`src/hdl/det_pkg.sv`:
```
// ----------------------------------------------------------------------------
// Directory entry table package
// Shared sizes, codes and types of the directory entry table.
// ----------------------------------------------------------------------------
package det_pkg;

  localparam int NUM_SLOTS  = 16;
  localparam int AW         = (NUM_SLOTS > 1) ? $clog2(NUM_SLOTS) : 1;
  localparam int CW         = $clog2(NUM_SLOTS + 1);
  localparam int NAME_PARTS = 4;
  localparam int PART_W     = 56;
  localparam int NAME_BYTES = NAME_PARTS * PART_W / 8;
  localparam int INODE_W    = 16;
  localparam int IDX_W      = 6;
  localparam int STATUS_W   = 3;
  localparam int USED_W     = 6;

  typedef enum logic {
    MODE_INSERT = 1'b0,
    MODE_DELETE = 1'b1
  } mode_t;

  typedef enum logic [STATUS_W-1:0] {
    ST_OK        = 3'd0,
    ST_EXISTS    = 3'd1,
    ST_FULL      = 3'd2,
    ST_NEG_INODE = 3'd3,
    ST_RANGE     = 3'd4
  } status_t;

  typedef enum logic [2:0] {
    S_IDLE,
    S_SCAN,
    S_WRITE,
    S_DEL,
    S_DONE
  } state_t;

  typedef logic [NAME_PARTS*PART_W-1:0] name_t;

  typedef struct packed {
    name_t              name;
    logic [INODE_W-1:0] inode;
  } entry_t;

  localparam int ENTRY_W = $bits(entry_t);

  typedef struct packed {
    logic          we;
    logic [AW-1:0] waddr;
    entry_t        wdata;
    logic [AW-1:0] raddr;
  } mem_req_t;

endpackage

```
`src/hdl/det_ram.sv`:
```
// ----------------------------------------------------------------------------
// Generic single-port-write RAM
// One write port and one read port, read data registered.
// ----------------------------------------------------------------------------
module det_ram #(
  parameter int WIDTH = 8,
  parameter int DEPTH = 16
) (
  input  logic                     clk,
  input  logic                     we,
  input  logic [$clog2(DEPTH)-1:0] waddr,
  input  logic [WIDTH-1:0]         wdata,
  input  logic [$clog2(DEPTH)-1:0] raddr,
  output logic [WIDTH-1:0]         rdata
);

  logic [WIDTH-1:0] mem [DEPTH];
  logic [WIDTH-1:0] rdata_r;

  always_ff @(posedge clk) begin
    if (we) begin
      mem[waddr] <= wdata;
    end
    rdata_r <= mem[raddr];
  end

  assign rdata = rdata_r;

endmodule

```
`src/hdl/det_canon.sv`:
```
// ----------------------------------------------------------------------------
// Name canonicaliser
// Clears every byte after the first zero byte of a name and holds the result.
// ----------------------------------------------------------------------------
module det_canon (
  input  logic          clk,
  input  logic          load,
  input  det_pkg::name_t raw,
  output det_pkg::name_t name
);

  logic [det_pkg::NAME_BYTES-1:0] zero_flag;
  logic [det_pkg::NAME_BYTES-1:0] keep;
  det_pkg::name_t                 canon;
  det_pkg::name_t                 name_r;

  always_comb begin
    for (int b = 0; b < det_pkg::NAME_BYTES; b++) begin
      zero_flag[b] = (raw[8*b +: 8] == 8'h00);
    end
    for (int b = 0; b < det_pkg::NAME_BYTES; b++) begin
      keep[b] = 1'b1;
      for (int j = 0; j <= b; j++) begin
        if (zero_flag[j]) begin
          keep[b] = 1'b0;
        end
      end
      canon[8*b +: 8] = keep[b] ? raw[8*b +: 8] : 8'h00;
    end
  end

  always_ff @(posedge clk) begin
    if (load) begin
      name_r <= canon;
    end
  end

  assign name = name_r;

endmodule

```
`src/hdl/det_ctrl.sv`:
```
// ----------------------------------------------------------------------------
// Directory entry table sequencer
// Scans, writes back and shifts slots in the table memory, one per cycle.
// ----------------------------------------------------------------------------
module det_ctrl (
  input  logic                          clk,
  input  logic                          rst_n,
  input  logic                          in_tvalid,
  output logic                          in_tready,
  input  det_pkg::mode_t                in_mode,
  input  logic [det_pkg::INODE_W-1:0]   in_inode,
  input  logic [det_pkg::IDX_W-1:0]     in_idx,
  input  det_pkg::name_t                name,
  output det_pkg::mem_req_t             mem,
  input  det_pkg::entry_t               mem_rdata,
  output logic                          out_tvalid,
  input  logic                          out_tready,
  output det_pkg::status_t              out_status,
  output logic [det_pkg::USED_W-1:0]    out_used
);

  localparam logic [det_pkg::CW-1:0] LAST_PTR = det_pkg::CW'(det_pkg::NUM_SLOTS);

  det_pkg::state_t                  state_r, state_nxt;
  logic [det_pkg::INODE_W-1:0]      inode_r;
  logic [det_pkg::CW-1:0]           rd_ptr_r, rd_ptr_nxt;
  logic                             cmp_vld_r, cmp_vld_nxt;
  logic [det_pkg::AW-1:0]           cmp_addr_r, cmp_addr_nxt;
  logic                             rd_valid_r, rd_valid_nxt;
  logic [det_pkg::NUM_SLOTS-1:0]    valid_r, valid_nxt;
  logic                             exists_r, exists_nxt;
  logic                             found_r, found_nxt;
  logic [det_pkg::AW-1:0]           free_r, free_nxt;
  det_pkg::status_t                 status_r, status_nxt;
  logic [det_pkg::AW-1:0]           used_r, used_nxt;
  logic                             out_valid_r, out_valid_nxt;
  det_pkg::status_t                 out_status_r;
  logic [det_pkg::USED_W-1:0]       out_used_r;

  logic                             accept;
  logic                             rd_issue;
  logic                             sweep_done;
  logic                             out_free;
  logic                             idx_bad;
  det_pkg::entry_t                  entry;

  assign accept     = in_tvalid && in_tready;
  assign in_tready  = (state_r == det_pkg::S_IDLE);
  assign rd_issue   = ((state_r == det_pkg::S_SCAN) || (state_r == det_pkg::S_DEL)) &&
                      (rd_ptr_r < LAST_PTR);
  assign sweep_done = (rd_ptr_r == LAST_PTR) && !cmp_vld_r;
  assign out_free   = !out_valid_r || out_tready;
  assign idx_bad    = ({1'b0, in_idx} >= (det_pkg::IDX_W + 1)'(det_pkg::NUM_SLOTS));
  assign entry      = rd_valid_r ? mem_rdata : '0;

  always_comb begin
    state_nxt = state_r;
    unique case (state_r)
      det_pkg::S_IDLE: begin
        if (accept) begin
          if (in_mode == det_pkg::MODE_INSERT) begin
            state_nxt = in_inode[det_pkg::INODE_W-1] ? det_pkg::S_DONE : det_pkg::S_SCAN;
          end else begin
            state_nxt = idx_bad ? det_pkg::S_DONE : det_pkg::S_DEL;
          end
        end
      end
      det_pkg::S_SCAN: begin
        if (sweep_done) begin
          state_nxt = (exists_r || !found_r) ? det_pkg::S_DONE : det_pkg::S_WRITE;
        end
      end
      det_pkg::S_WRITE: state_nxt = det_pkg::S_DONE;
      det_pkg::S_DEL: begin
        if (sweep_done) begin
          state_nxt = det_pkg::S_DONE;
        end
      end
      det_pkg::S_DONE: begin
        if (out_free) begin
          state_nxt = det_pkg::S_IDLE;
        end
      end
      default: state_nxt = det_pkg::S_IDLE;
    endcase
  end

  always_comb begin
    rd_ptr_nxt    = rd_ptr_r;
    cmp_vld_nxt   = 1'b0;
    cmp_addr_nxt  = cmp_addr_r;
    rd_valid_nxt  = rd_valid_r;
    valid_nxt     = valid_r;
    exists_nxt    = exists_r;
    found_nxt     = found_r;
    free_nxt      = free_r;
    status_nxt    = status_r;
    used_nxt      = used_r;
    out_valid_nxt = out_valid_r && !out_tready;
    mem.we        = 1'b0;
    mem.waddr     = cmp_addr_r;
    mem.wdata     = entry;
    mem.raddr     = rd_ptr_r[det_pkg::AW-1:0];

    if (rd_issue) begin
      rd_ptr_nxt   = rd_ptr_r + 1'b1;
      cmp_vld_nxt  = 1'b1;
      cmp_addr_nxt = rd_ptr_r[det_pkg::AW-1:0];
      rd_valid_nxt = valid_r[rd_ptr_r[det_pkg::AW-1:0]];
    end

    unique case (state_r)
      det_pkg::S_IDLE: begin
        status_nxt = det_pkg::ST_OK;
        used_nxt   = '0;
        exists_nxt = 1'b0;
        found_nxt  = 1'b0;
        free_nxt   = '0;
        if (accept) begin
          if (in_mode == det_pkg::MODE_INSERT) begin
            rd_ptr_nxt = '0;
            if (in_inode[det_pkg::INODE_W-1]) begin
              status_nxt = det_pkg::ST_NEG_INODE;
            end
          end else begin
            rd_ptr_nxt = det_pkg::CW'(in_idx) + 1'b1;
            if (idx_bad) begin
              status_nxt = det_pkg::ST_RANGE;
            end
          end
        end
      end
      det_pkg::S_SCAN: begin
        if (cmp_vld_r) begin
          if (entry.name == name) begin
            exists_nxt = 1'b1;
          end
          if (!found_r && (entry.inode == '0)) begin
            found_nxt = 1'b1;
            free_nxt  = cmp_addr_r;
          end
        end
        if (sweep_done) begin
          if (exists_r) begin
            status_nxt = det_pkg::ST_EXISTS;
          end else if (!found_r) begin
            status_nxt = det_pkg::ST_FULL;
          end
        end
      end
      det_pkg::S_WRITE: begin
        mem.we            = 1'b1;
        mem.waddr         = free_r;
        mem.wdata.name    = name;
        mem.wdata.inode   = inode_r;
        valid_nxt[free_r] = 1'b1;
        used_nxt          = free_r;
      end
      det_pkg::S_DEL: begin
        if (cmp_vld_r) begin
          mem.we                  = 1'b1;
          mem.waddr               = cmp_addr_r - 1'b1;
          valid_nxt[mem.waddr]    = 1'b1;
        end
        if (sweep_done) begin
          valid_nxt[det_pkg::NUM_SLOTS-1] = 1'b0;
        end
      end
      det_pkg::S_DONE: begin
        if (out_free) begin
          out_valid_nxt = 1'b1;
        end
      end
      default: ;
    endcase
  end

  always_ff @(posedge clk) begin
    if (!rst_n) begin
      state_r     <= det_pkg::S_IDLE;
      cmp_vld_r   <= 1'b0;
      valid_r     <= '0;
      out_valid_r <= 1'b0;
    end else begin
      state_r     <= state_nxt;
      cmp_vld_r   <= cmp_vld_nxt;
      valid_r     <= valid_nxt;
      out_valid_r <= out_valid_nxt;
    end
  end

  always_ff @(posedge clk) begin
    rd_ptr_r   <= rd_ptr_nxt;
    cmp_addr_r <= cmp_addr_nxt;
    rd_valid_r <= rd_valid_nxt;
    exists_r   <= exists_nxt;
    found_r    <= found_nxt;
    free_r     <= free_nxt;
    status_r   <= status_nxt;
    used_r     <= used_nxt;
    if (accept) begin
      inode_r <= in_inode;
    end
    if ((state_r == det_pkg::S_DONE) && out_free) begin
      out_status_r <= status_r;
      out_used_r   <= det_pkg::USED_W'(used_r);
    end
  end

  assign out_tvalid = out_valid_r;
  assign out_status = out_status_r;
  assign out_used   = out_used_r;

  a_no_rw_clash: assert property (@(posedge clk) disable iff (!rst_n)
    (mem.we && rd_issue) |-> (mem.waddr != mem.raddr))
    else $error("table write hits the entry being read");

  a_used_only_ok: assert property (@(posedge clk) disable iff (!rst_n)
    (out_valid_r && (out_used_r != '0)) |-> (out_status_r == det_pkg::ST_OK))
    else $error("slot reported for a refused transaction");

  a_reset_clears: assert property (@(posedge clk)
    !rst_n |=> (valid_r == '0) && !out_valid_r)
    else $error("table not cleared by reset");

  a_last_emptied: assert property (@(posedge clk) disable iff (!rst_n)
    ((state_r == det_pkg::S_DEL) && sweep_done) |=> !valid_r[det_pkg::NUM_SLOTS-1])
    else $error("last slot not emptied after delete");

  a_cmp_in_sweep: assert property (@(posedge clk) disable iff (!rst_n)
    cmp_vld_r |-> ((state_r == det_pkg::S_SCAN) || (state_r == det_pkg::S_DEL)))
    else $error("read data pending outside a sweep");

endmodule

```
`src/hdl/directory_entry_table_core.sv`:
```
// ----------------------------------------------------------------------------
// Directory entry table
// Table of named directory slots with insert-by-name and delete-by-index.
// ----------------------------------------------------------------------------
// The input channel carries one command per transaction. in_tuser selects the
// operation: zero inserts the name and inode number in in_tdata, one deletes
// the slot given by the slot index. Every command yields exactly one result
// transaction on the output channel with a status code and, after a
// successful insert, the slot that was written.
// The slots live in one memory with registered read. An insert sweeps all
// NUM_SLOTS entries, one read a cycle, comparing names and looking for the
// first free slot, then writes the chosen slot if the name is new and a slot
// is free. A delete reads each later slot and writes it one place down in the
// same sweep, then empties the last slot. One command is processed at a time.
// Reset empties every slot at once through per-slot valid flags.
// The result sits in an output register; a new command is accepted while an
// earlier result waits, and the block holds before answering only if the
// receiver still has not taken the previous result.
// ----------------------------------------------------------------------------
module directory_entry_table_core (
  input  logic         clk,
  input  logic         rst_n,
  input  logic         in_tvalid,
  output logic         in_tready,
  // name_word0, name_word1, name_word2, name_word3, inode_number, slot_index
  input  logic [247:0] in_tdata,
  // mode
  input  logic [0:0]   in_tuser,
  output logic         out_tvalid,
  input  logic         out_tready,
  // status, slot_used
  output logic [15:0]  out_tdata
);

  det_pkg::name_t                raw_name;
  det_pkg::name_t                name;
  det_pkg::mem_req_t             mem;
  logic [det_pkg::ENTRY_W-1:0]   mem_rdata;
  det_pkg::status_t              status;
  logic [det_pkg::USED_W-1:0]    used;

  assign raw_name = in_tdata[223:0];

  det_canon u_canon (
    .clk  (clk),
    .load (in_tvalid && in_tready),
    .raw  (raw_name),
    .name (name)
  );

  det_ram #(
    .WIDTH (det_pkg::ENTRY_W),
    .DEPTH (det_pkg::NUM_SLOTS)
  ) u_ram (
    .clk   (clk),
    .we    (mem.we),
    .waddr (mem.waddr),
    .wdata (mem.wdata),
    .raddr (mem.raddr),
    .rdata (mem_rdata)
  );

  det_ctrl u_ctrl (
    .clk        (clk),
    .rst_n      (rst_n),
    .in_tvalid  (in_tvalid),
    .in_tready  (in_tready),
    .in_mode    (det_pkg::mode_t'(in_tuser[0])),
    .in_inode   (in_tdata[239:224]),
    .in_idx     (in_tdata[245:240]),
    .name       (name),
    .mem        (mem),
    .mem_rdata  (det_pkg::entry_t'(mem_rdata)),
    .out_tvalid (out_tvalid),
    .out_tready (out_tready),
    .out_status (status),
    .out_used   (used)
  );

  assign out_tdata = {7'b0, used, status};

endmodule

```
`config.mk`:
```
export PLATFORM = sky130hd
export DESIGN_NAME = directory_entry_table_core
export DESIGN_NICKNAME = d
export VERILOG_FILES = /design/src/hdl/det_pkg.sv /design/src/hdl/det_ram.sv /design/src/hdl/det_canon.sv /design/src/hdl/det_ctrl.sv /design/src/hdl/directory_entry_table_core.sv
export SDC_FILE = /design/constraint.sdc
export NUM_CORES = 2
export LEC_CHECK = 0
export BUFFER_PORTS_ARGS = -buffer_cell sky130_fd_sc_hd__buf_2
export CAP_MARGIN = 20
export CORE_MARGIN = 8
export CORE_UTILIZATION = 45
export CTS_CLUSTER_DIAMETER = 120
export CTS_CLUSTER_SIZE = 16
export DETAILED_ROUTE_END_ITERATION = 12
export PLACE_DENSITY_LB_ADDON = 0.05
export SLEW_MARGIN = 20
export SYNTH_ARGS = -nofsm -noshare
export SYNTH_HDL_FRONTEND = slang
export SYNTH_SLANG_ARGS = --single-unit
```
`constraint.sdc`:
```
create_clock -name clk -period 15.4 [get_ports clk]
set_clock_uncertainty 0.05 [all_clocks]
set_input_delay 1.54 -clock clk [delete_from_list [all_inputs] [get_ports clk]]
set_output_delay 1.54 -clock clk [all_outputs]
set_load 0.05 [all_outputs]
```
==> reports/qor.yml <==
ys_async_sr_fraction: 0
ys_warn_count: 0
finalHoldViolations: 0
die_y_um: 628
power.density_mw_per_mm2: 144
finish.instance_area_mm2: 0.186
hold_class: "flop to flop"
crit_path_cell_trace: "nor2_1 > nand2_4 > buf_12 > o221a_2 > nand2_1 > nor2_4 > buf_4 > buf_4 > buf_4"
dp_hpwl_um: 276000
avgSynthCellArea_um2: 21.0
grt_overflow_total: 0
status: "completed"
die_w_um: 628
core_area_mm2: 0.374
cp.arrival_ns: 7.39
final_cell_mix: "4,105 x edfxtp_1, 1,205 x mux4_2, 516 x nand2_1"
clock.fmax_mhz: 145
drt_iter0_markers: 8257
gp_congestion: 0.831
relSlewSlack: 0.228
layout.cells.non_filler: 13600
dp.cells: 13100
leakagePower_nw: 57.8
tightest_slew_ns: 1.16
end_kind: "flop"
grt_max_degree: 115
period_needed_ns: 6.92
cts_buffers: 311
crit_family: "buffers and inverters"
ant_nets: 0
holdWs_ns: 0.389
yosysSeqAreaShare: 0.762
cts_hold_buf: 0
crit_path_frequent_cell: "buf_4"
final_common_cell: "edfxtp_1"
post_cts_buffers: 0
cts_tree: "done"
areaGrowthSynthToFinish_pct: 10.0
slowest_stage: "dfxtp_1"
ys.flop_type: "edfxtp_1"
maxCapViolations: 0
vias_per_cell: 6.09
slowest_delay_ns: 0.89
path_clk_slew_ns: 0.07
grt_pass1_vias: 85100
crit_fanout: 114
placed_area_mm2: 0.177
grt_util_all_layers: 0.241
post-route-period-util: 0.449
path_buf_inv: 4
clk_latency_ns: 0.93
slew_violations: 0
fp.dieArea_mm2: 0.395
grt_pass1_wl_um: 675000
clock_sinks: 4371
layout.nets: 8647
vdd_drop_max_mv: 0.0832
ctsLongestPathBuffers: 4
synth-edff-count: 4105
critPathLaunchType: "flop"
rsz0062_at_grt: "false"
detail_route.first_pass.iterations: 5
initial_core_util: 0.450
ys_ff_latch: 4371
wl_um: 483000
tns_ns: 0
worst_ep_required_time_ns: 15.88
ctsHtreeMaxLevel: 5
syn_inst: 8017
cts-root-buf: "clkbuf_16"
cts_resized: 0
rows: 225
crit_type: "flop to flop"
wl_per_cell_um: 35.5
syn_area_mm2: 0.169
setup_viol: 0
place.port_buffers: 259
grt_antenna_before_repair: 28
drc: 0
drive_above_1_share: 0.242
synth.distinct_cells: 74
vias: 82900
io_pins: 271
final timing paths:
kind,from,to,slack [ns],depth (start not counted)
worst max-delay path,u_ctrl.state_r[0],u_ram.mem[12][54],8.48,9
worst min-delay path,u_ctrl.used_r[2],u_ctrl.out_used[2],0.39,0
worst max register to register,u_ctrl.state_r[0],u_ram.mem[12][54],8.48,9
worst min register to register,u_ctrl.used_r[2],u_ctrl.out_used[2],0.39,0
worst reg2reg max path, delay by kind of cell (launching register included):
kind            cells  cell delay, ns
flops               1            0.89
compound gates      1            0.48
simple gates        4            1.80
buf+inv             4            3.28
sequential cells by signal (all words and copies together), names as in the netlist:
signal and flops:
u_ram.mem 3840, u_ram.rdata 240, u_canon.name 224, u_ctrl.inode_r 16, u_ctrl.valid_r 16, u_ctrl.rd_ptr_r 5
u_ctrl.cmp_addr_r 4, u_ctrl.free_r 4, u_ctrl.out_used 4, u_ctrl.used_r 4, u_ctrl.out_status 3, u_ctrl.state_r 3
u_ctrl.status_r 3, u_ctrl.cmp_vld_r 1, u_ctrl.exists_r 1, u_ctrl.found_r 1, u_ctrl.out_tvalid 1, u_ctrl.rd_valid_r 1
synthesized netlist by cell type, types with 16 or more instances:
master / instances / area share
edfxtp_1: 4105 / 0.73
mux4_2: 1205 / 0.16
nand2_1: 517 / 0.012
nand3_1: 317 / 0.0094
dfxtp_1: 266 / 0.032
clkbuf_1: 225 / 0.0050
and2_1: 145 / 0.0054
nor2_1: 137 / 0.0030
o21ai_0: 109 / 0.0032
buf_2: 105 / 0.0031
xor2_1: 84 / 0.0044
o22ai_1: 80 / 0.0030
and3_1: 79 / 0.0029
a21oi_1: 78 / 0.0023
buf_1: 75 / 0.0017
nand4b_1: 73 / 0.0038
nor4_1: 71 / 0.0026
nor2b_1: 34 / 0.0013
inv_1: 33 / 0.00073
nand2b_1: 26 / 0.00096
buf_4: 22 / 0.00098
o21a_1: 19 / 0.00085
or4_1: 18 / 0.00080
xnor2_1: 17 / 0.00088
nand4_1: 16 / 0.00059
power breakdown:
group	total, mW	switching, mW	leakage, nW	internal [mW]
sequential	14.4	0.620	39.9	13.8
clock	7.91	3.98	4.28	3.93
combinational	4.44	2.33	13.6	2.11
metal layers:
metal  global-route usage  vias up  part of all wire  wire [µm]
li1                     -    33900                 -          -
met2                0.408     2435              0.50     242000
met5                    0        -          0.000043         21
met3               0.0320      535             0.051      24700
met1                0.331    46100              0.42     202000
met4               0.0622        4             0.029      14200
logic make-up (layout without fill, tap and decap cells):
family                   after synthesis  count (layout)  share of synthesized area
flip-flops                          4371            4371                      0.762
adder cells (fa/ha/maj)                7               7                   0.000519
buffers and inverters                465            1050                     0.0118
AO/OA/AOI/OAI                        380             380                     0.0141
multiplexers                        1209            1209                      0.161
XOR/XNOR                             101             101                    0.00524
AND/OR/NAND/NOR                     1483            1483                     0.0448
other                                  1              27                  0.0000222
stage by stage:
step | utilization | worst slack (ns) | total power [mW]
finish | 0.496 | 8.48 | 26.7
global placement | 0.471 | 8.39 | 19.1
CTS | 0.495 | 8.36 | 27.0
global route | 0.495 | 8.25 | 27.7
floorplan | - | 2.96 | 17.6
detailed placement | 0.471 | 8.37 | 19.2
layout make-up:
class                           instances  area, µm²
Inverter                               34        135
Fill cell                           30400     189000
Clock buffer                          527       8870
Timing Repair Buffer                  480       3190
Antenna cell                           18       45.0
Sequential cell                      4371     129000
Tap cell                             4994       6250
Multi-Input combinational cell       3189      38400
Clock inverter                          9       93.8
Note: power is estimated with default switching activity, not from simulation.
